===== src/design/dtq_pkg.sv =====
// Shared types and constants of the deadline timer queue.
package dtq_pkg;

    localparam int QUEUE_DEPTH = 16;
    localparam int ID_BITS     = 8;
    localparam int TIME_W      = 48;
    localparam int AMT_W       = 32;
    localparam int CNT_W       = $clog2(QUEUE_DEPTH + 1);

    localparam logic [1:0] MODE_PUSH   = 2'd0;
    localparam logic [1:0] MODE_TICK   = 2'd1;
    localparam logic [1:0] MODE_CANCEL = 2'd2;
    localparam logic [1:0] MODE_DELAY  = 2'd3;

    localparam logic [1:0] ST_OK        = 2'd0;
    localparam logic [1:0] ST_FULL      = 2'd1;
    localparam logic [1:0] ST_NOT_FOUND = 2'd2;

    localparam logic KIND_FIRED  = 1'b0;
    localparam logic KIND_STATUS = 1'b1;

    typedef logic [TIME_W-1:0]  t_time;
    typedef logic [ID_BITS-1:0] t_id;

    typedef struct packed {
        logic  valid;
        t_time deadline;
        t_id   id;
        logic  cancelled;
    } t_entry;

    typedef enum logic [4:0] {
        OP_HOLD   = 5'b00001,
        OP_INSERT = 5'b00010,
        OP_POP    = 5'b00100,
        OP_CANCEL = 5'b01000,
        OP_MOVE   = 5'b10000
    } t_cell_op;

    typedef struct packed {
        t_cell_op op;
        t_time    key;
        t_id      id;
        logic     cancelled;
    } t_cell_cmd;

    typedef struct packed {
        logic match;
        logic cand;
        logic first_cand;
    } t_cell_flags;

endpackage


===== src/design/deadline_timer_queue_unit.sv =====
// Top level of the deadline timer queue: millisecond clock, cell chain and sequencer.
//
// The block keeps a 48-bit millisecond clock and up to QUEUE_DEPTH pending timers
// in a chain of cells sorted by deadline, the earliest in the first cell. A command
// transfer happens at a clock edge with start high and busy low. Push and cancel
// update the chain, then present the status result. A tick advances the clock,
// then lets expired timers leave through the head cell one at a time, finds the
// head not expired and presents the status result. Each expired timer that was
// not cancelled produces a fired result in the cycle after it leaves. A delay
// relocates the matching timers whose deadline moves, one timer per cycle, until
// it sees that no candidate is left, then presents the status result. Every
// command ends with a status result that carries last. Results appear for exactly
// one cycle, marked by o_valid, and cannot be stalled; a new command may be
// started in the cycle in which the status result is shown.
module deadline_timer_queue_unit (
    input  logic        i_clk,
    input  logic        i_rst_n,
    input  logic        start,
    output logic        busy,
    input  logic [1:0]  i_mode,
    input  logic [7:0]  i_timer_id,
    input  logic [31:0] i_amount_ms,
    output logic        o_valid,
    output logic        o_kind,
    output logic [7:0]  o_fired_id,
    output logic [1:0]  o_status,
    output logic        o_earliest_valid,
    output logic [47:0] o_earliest_deadline,
    output logic [4:0]  o_pending_count,
    output logic        o_last
);
    import dtq_pkg::*;

    typedef enum logic [3:0] {
        S_IDLE  = 4'b0001,
        S_DRAIN = 4'b0010,
        S_DELAY = 4'b0100,
        S_DONE  = 4'b1000
    } t_state;

    t_state           r_state, n_state;
    t_time            r_time, n_time;
    t_time            r_key, n_key;
    t_id              r_id, n_id;
    logic [CNT_W-1:0] r_count, n_count;
    logic [1:0]       r_status, n_status;

    logic        r_out_valid, n_out_valid;
    logic        r_out_kind, n_out_kind;
    logic [7:0]  r_out_id, n_out_id;
    logic [1:0]  r_out_status, n_out_status;
    logic        r_out_evalid, n_out_evalid;
    t_time       r_out_edead, n_out_edead;
    logic [4:0]  r_out_count, n_out_count;
    logic        r_out_last, n_out_last;

    t_cell_cmd   w_cmd;
    t_entry      w_entry [QUEUE_DEPTH+2];
    logic        w_le    [QUEUE_DEPTH+2];
    logic        w_after [QUEUE_DEPTH+1];
    t_cell_flags w_flags [QUEUE_DEPTH];

    t_id         w_in_id;
    logic [48:0] w_sum;
    t_time       w_sat;
    t_entry      w_head;
    logic        w_expired;
    logic        w_any_match;
    logic        w_any_cand;
    logic        w_move_canc;
    logic        w_full;

    // The chain is padded with an empty slot at each end.
    assign w_entry[0]             = '0;
    assign w_entry[QUEUE_DEPTH+1] = '0;
    assign w_le[0]                = 1'b1;
    assign w_le[QUEUE_DEPTH+1]    = 1'b0;
    assign w_after[0]             = 1'b0;

    for (genvar g = 0; g < QUEUE_DEPTH; g++) begin : g_cell
        dtq_cell u_cell (
            .i_clk         (i_clk),
            .i_rst_n       (i_rst_n),
            .i_cmd         (w_cmd),
            .i_left_entry  (w_entry[g]),
            .i_right_entry (w_entry[g+2]),
            .i_left_le     (w_le[g]),
            .i_right_le    (w_le[g+2]),
            .i_left_after  (w_after[g]),
            .o_entry       (w_entry[g+1]),
            .o_le          (w_le[g+1]),
            .o_after       (w_after[g+1]),
            .o_flags       (w_flags[g])
        );
    end

    always_comb begin
        w_any_match = 1'b0;
        w_any_cand  = 1'b0;
        w_move_canc = 1'b0;
        for (int k = 0; k < QUEUE_DEPTH; k++) begin
            w_any_match = w_any_match | w_flags[k].match;
            w_any_cand  = w_any_cand  | w_flags[k].cand;
            w_move_canc = w_move_canc | (w_flags[k].first_cand & w_entry[k+1].cancelled);
        end
    end

    // Saturating deadline: now plus the requested milliseconds, clamped to the top value.
    assign w_in_id   = ID_BITS'(i_timer_id);
    assign w_sum     = {1'b0, r_time} + 49'(i_amount_ms);
    assign w_sat     = w_sum[TIME_W] ? '1 : w_sum[TIME_W-1:0];
    assign w_head    = w_entry[1];
    assign w_expired = w_head.valid && (w_head.deadline <= r_time);
    assign w_full    = (r_count == CNT_W'(QUEUE_DEPTH));

    always_comb begin
        n_state      = r_state;
        n_time       = r_time;
        n_key        = r_key;
        n_id         = r_id;
        n_count      = r_count;
        n_status     = r_status;
        n_out_valid  = 1'b0;
        n_out_kind   = KIND_FIRED;
        n_out_id     = '0;
        n_out_status = ST_OK;
        n_out_evalid = 1'b0;
        n_out_edead  = '0;
        n_out_count  = '0;
        n_out_last   = 1'b0;

        w_cmd.op        = OP_HOLD;
        w_cmd.key       = r_key;
        w_cmd.id        = r_id;
        w_cmd.cancelled = w_move_canc;

        unique case (r_state)
            S_IDLE: begin
                w_cmd.key = w_sat;
                w_cmd.id  = w_in_id;
                if (start) begin
                    unique case (i_mode)
                        MODE_PUSH: begin
                            if (w_full) begin
                                n_status = ST_FULL;
                            end else begin
                                w_cmd.op = OP_INSERT;
                                n_count  = r_count + 1'b1;
                                n_status = ST_OK;
                            end
                            n_state = S_DONE;
                        end
                        MODE_TICK: begin
                            n_time   = w_sat;
                            n_status = ST_OK;
                            n_state  = S_DRAIN;
                        end
                        MODE_CANCEL: begin
                            w_cmd.op = OP_CANCEL;
                            n_status = w_any_match ? ST_OK : ST_NOT_FOUND;
                            n_state  = S_DONE;
                        end
                        MODE_DELAY: begin
                            n_key   = w_sat;
                            n_id    = w_in_id;
                            n_state = S_DELAY;
                        end
                        default: begin
                            n_state = S_IDLE;
                        end
                    endcase
                end
            end
            S_DRAIN: begin
                // Expired timers leave through the head, one per cycle.
                if (w_expired) begin
                    w_cmd.op = OP_POP;
                    n_count  = r_count - 1'b1;
                    if (!w_head.cancelled) begin
                        n_out_valid = 1'b1;
                        n_out_kind  = KIND_FIRED;
                        n_out_id    = 8'(w_head.id);
                    end
                end else begin
                    n_state = S_DONE;
                end
            end
            S_DELAY: begin
                // Matching ids never change, so the match set is the same every cycle.
                if (w_any_cand) begin
                    w_cmd.op = OP_MOVE;
                end else begin
                    n_status = w_any_match ? ST_OK : ST_NOT_FOUND;
                    n_state  = S_DONE;
                end
            end
            S_DONE: begin
                n_out_valid  = 1'b1;
                n_out_kind   = KIND_STATUS;
                n_out_status = r_status;
                n_out_evalid = w_head.valid;
                n_out_edead  = w_head.valid ? w_head.deadline : '0;
                n_out_count  = 5'(r_count);
                n_out_last   = 1'b1;
                n_state      = S_IDLE;
            end
            default: begin
                n_state = S_IDLE;
            end
        endcase
    end

    always_ff @(posedge i_clk) begin
        if (!i_rst_n) begin
            r_state     <= S_IDLE;
            r_time      <= '0;
            r_count     <= '0;
            r_out_valid <= 1'b0;
        end else begin
            r_state     <= n_state;
            r_time      <= n_time;
            r_count     <= n_count;
            r_out_valid <= n_out_valid;
        end
    end

    always_ff @(posedge i_clk) begin
        r_key        <= n_key;
        r_id         <= n_id;
        r_status     <= n_status;
        r_out_kind   <= n_out_kind;
        r_out_id     <= n_out_id;
        r_out_status <= n_out_status;
        r_out_evalid <= n_out_evalid;
        r_out_edead  <= n_out_edead;
        r_out_count  <= n_out_count;
        r_out_last   <= n_out_last;
    end

    assign busy                = (r_state != S_IDLE);
    assign o_valid             = r_out_valid;
    assign o_kind              = r_out_kind;
    assign o_fired_id          = r_out_id;
    assign o_status            = r_out_status;
    assign o_earliest_valid    = r_out_evalid;
    assign o_earliest_deadline = r_out_edead;
    assign o_pending_count     = r_out_count;
    assign o_last              = r_out_last;

`ifndef SYNTH
    // The fill count never passes the number of cells.
    a_count_bound: assert property (@(posedge i_clk) disable iff (!i_rst_n)
        r_count <= CNT_W'(QUEUE_DEPTH))
        else $error("timer count exceeds queue depth");

    // The head cell holds a timer exactly when the count is nonzero.
    a_head_matches_count: assert property (@(posedge i_clk) disable iff (!i_rst_n)
        (r_count != '0) == w_head.valid)
        else $error("head cell and timer count disagree");

    // The closing status result is shown while the block is already free.
    a_last_frees: assert property (@(posedge i_clk) disable iff (!i_rst_n)
        (o_valid && o_last) |-> !busy)
        else $error("busy still high with the final result");

    // A pop only happens in the drain state and only on an expired head.
    a_pop_expired: assert property (@(posedge i_clk) disable iff (!i_rst_n)
        (w_cmd.op == OP_POP) |-> (r_state == S_DRAIN && w_expired))
        else $error("head removed without expiry");
`endif

endmodule


===== src/design/dtq_cell.sv =====
// One slot of the sorted timer chain; it shifts entries to and from its neighbors.
module dtq_cell (
    input  logic                i_clk,
    input  logic                i_rst_n,
    input  dtq_pkg::t_cell_cmd  i_cmd,
    input  dtq_pkg::t_entry     i_left_entry,
    input  dtq_pkg::t_entry     i_right_entry,
    input  logic                i_left_le,
    input  logic                i_right_le,
    input  logic                i_left_after,
    output dtq_pkg::t_entry     o_entry,
    output logic                o_le,
    output logic                o_after,
    output dtq_pkg::t_cell_flags o_flags
);
    import dtq_pkg::*;

    t_entry r_entry;
    t_entry n_entry;
    t_entry w_new;
    logic   w_le;
    logic   w_match;
    logic   w_cand;
    logic   w_after;

    always_comb begin
        // The entry holds a deadline at or before the key: it stays ahead of a new one.
        w_le    = r_entry.valid && (r_entry.deadline <= i_cmd.key);
        w_match = r_entry.valid && (r_entry.id == i_cmd.id);
        w_cand  = w_match && (r_entry.deadline < i_cmd.key);
        w_after = i_left_after || w_cand;

        w_new.valid     = 1'b1;
        w_new.deadline  = i_cmd.key;
        w_new.id        = i_cmd.id;
        w_new.cancelled = (i_cmd.op == OP_MOVE) ? i_cmd.cancelled : 1'b0;

        n_entry = r_entry;
        unique case (i_cmd.op)
            OP_INSERT: begin
                if (!i_left_le) begin
                    n_entry = i_left_entry;
                end else if (!w_le) begin
                    n_entry = w_new;
                end
            end
            OP_POP: begin
                n_entry = i_right_entry;
            end
            OP_CANCEL: begin
                if (w_match) begin
                    n_entry.cancelled = 1'b1;
                end
            end
            OP_MOVE: begin
                // The last slot at or before the new deadline takes the moved timer;
                // slots from the first candidate up to it close the gap.
                if (w_le && !i_right_le) begin
                    n_entry = w_new;
                end else if (w_after && i_right_le) begin
                    n_entry = i_right_entry;
                end
            end
            default: begin
                n_entry = r_entry;
            end
        endcase
    end

    always_ff @(posedge i_clk) begin
        if (!i_rst_n) begin
            r_entry.valid <= 1'b0;
        end else begin
            r_entry <= n_entry;
        end
    end

    assign o_entry            = r_entry;
    assign o_le               = w_le;
    assign o_after            = w_after;
    assign o_flags.match      = w_match;
    assign o_flags.cand       = w_cand;
    assign o_flags.first_cand = w_cand && !i_left_after;

endmodule

===== config.mk =====
export PLATFORM = sky130hd
export DESIGN_NAME = deadline_timer_queue_unit
export DESIGN_NICKNAME = d
export VERILOG_FILES = /design/src/design/dtq_pkg.sv /design/src/design/deadline_timer_queue_unit.sv /design/src/design/dtq_cell.sv
export SDC_FILE = /design/constraint.sdc
export NUM_CORES = 2
export LEC_CHECK = 0
export BUFFER_PORTS_ARGS = -buffer_cell sky130_fd_sc_hd__buf_2
export CAP_MARGIN = 25
export CORE_MARGIN = 2
export CORE_UTILIZATION = 44
export CTS_CLUSTER_SIZE = 28
export DETAILED_ROUTE_END_ITERATION = 10
export HOLD_SLACK_MARGIN = 0.02
export PLACE_DENSITY = 0.65
export SLEW_MARGIN = 20
export SYNTH_ARGS = -nofsm -noshare
export SYNTH_HDL_FRONTEND = slang
export SYNTH_HIERARCHICAL = 1
export SYNTH_SLANG_ARGS = --single-unit

===== constraint.sdc =====
create_clock -name i_clk -period 18.95 [get_ports i_clk]
set_input_delay 3.79 -clock i_clk [delete_from_list [all_inputs] [get_ports i_clk]]
set_output_delay 3.79 -clock i_clk [all_outputs]
set_load 0.05 [all_outputs]

==> out/results.ini <==
[floorplan]
die_x_um=434
io_pins=113
initial_utilization=0.444
num_rows=157
die_h_um=434
die_area_sq_um=188000
core_sq_um=183000

[timing]
fmax_ghz=0.0643
fin_crit_ns=15.54
worst_slew_pin_slew_ns=1.17
setup_violations=0
finalSetupTns_ns=0
maxSlewViolCount=0
fin_crit_sh=0.820
clock_skew_ns=0.0347
report.final.hold_viol_count=0
holdWs_ns=0.443
rsz0062_at_grt=false
max-slew-margin-rel=0.215

[critical_path]
cpMaxStageDelayCell=nor3_1
cp_top_family=simple AND/OR/NAND/NOR gates
critical_path_arrival_ns=16.20
worstPathMaxFanout=33
crit_start=i_amount_ms[0]
endpoint_kind=flip-flop
crit-reg2reg-launch=r_time[0]$_SDFFE_PN0P_
cpPeakStageDelay_ns=0.86
critPathLaunchType=input port
crit_top_cell=or2_2
path_buf_inv=6
path_class=input port to flip-flop
required_ns=19.60

[finish]
multi_input_comb_area_sq_um=44500
n_fill_cell=16900
fin_nets=9142
drive_gt1_frac=0.0938
syn_to_final_growth_pct=10.3
seq_area_sq_um=31900

[route]
drcViolationCount=2
wl_met3_um=26700
avgRoutedWirePerCell_um=25.9
drt_iter0_drc=8679
vias=71300
drtPass1Iterations=9
wirelength_um=280000
route.met2.wl_um=124000
vias_per_cell=6.59
highest_layer=met4
drt-met1-wl_um=123000
postRouteAntennaNets=0

[placed_design]
place_congestion=0.960
io_buffers=112
hpwl_um=202000

[cts]
hold_buffers=0
numCtsBuffers=137
post_cts_buffers=0
clock-sinks=1109
clkTransAtPathRegs_ns=0.06
cts_tree=done
cts_root_buf=clkbuf_16
cts_resized=0
htree_levels=4
cts_buffer_depth=3
clk-insertion-delay-late_ns=0.81

[grt]
grt.total_usage=0.288
grt_first_pass_wirelength_um=423000
antenna_found_initial=5
grt.overflow.total=0
grt_max_degree=64
grt_pass1_vias=67700

[status]
status=complete, but fails checks
violations=DRC

[run]
drv_cap=0

[hold_path]
hold_class=flip-flop to flip-flop
min_from=r_status[1]$_DFFE_PP_

[power_and_ir_drop]
power.leakage_nw=36.8
peakVddDrop_v=0.0000634
power.density_nw_per_um2=83.7

[logic_synthesis]
synth.cell_area_sq_um=81400
syn-instance-count=8126
avgSynthCellArea_sq_um=10.0
yosys_warnings=6

stage by stage:
step,util,std cells,setup slack [ns],power [mW],cell area (sq um)
2_1_floorplan,-,8255,2.10,4.13,81900
3_3_place_gp,0.463,10500,3.24,4.63,85000
3_5_place_dp,0.464,10600,3.02,4.72,85100
4_1_cts,0.489,10800,3.85,7.51,89700
5_1_grt,0.489,10800,3.12,7.87,89800
6_report,0.490,10800,3.41,7.52,89800
state kept, by name, summed over array words and instances, names as in the netlist, 5 cells and up:
name	cells
g_cell.u_cell/o_entry	928
o_earliest_deadline	48
r_key	48
r_time	48
o_fired_id	8
r_id	8
o_pending_count	5
r_count	5
layout by cell type, fill, tap and decap left out, types with 139 or more instances in the layout:
cell,instances
inv_1,933
nor2_1,342
nand2_1,444
a21oi_1,422
xnor2_1,141
o21ai_0,147
dfxtp_1,139
ha_1,856
buf_4,190
edfxtp_1,970
clkbuf_16,141
a221o_1,927
and3_1,909
nand4_1,196
report_power, final:
group          internal, mW  switching, mW  total (mW)  leakage (nW)
clock network          1.65           1.14        2.79          2.27
registers              2.69         0.0352        2.72          9.88
logic                 0.671           1.33        2.00          24.6
area by class of cell:
class | instances | area share
multi-input cells | 5731 | 0.496
flip-flops and latches | 1109 | 0.355
clock buffers | 169 | 0.0412
inverters | 940 | 0.0393
well taps | 2464 | 0.0343
repair buffers | 320 | 0.0236
clock inverters | 77 | 0.0102
diodes | 8 | 0.000223
worst paths after layout:
check | cells past startpoint | slack [ns] | to
max | 43 | 3.41 | g_cell[9].u_cell/o_entry[0]$_DFFE_PP_
min | 1 | 0.44 | o_status[1]$_SDFF_PN0_
max reg2reg | 42 | 6.08 | g_cell[9].u_cell/o_entry[0]$_DFFE_PP_
min reg2reg | 1 | 0.44 | o_status[1]$_SDFF_PN0_
metal layers:
metal,GRT usage,up-vias
li1,-,31600
met1,0.415,36000
met2,0.436,3308
met3,0.0616,396
met4,0.0719,0
met5,0,-
(Power assumes the default switching activity.)
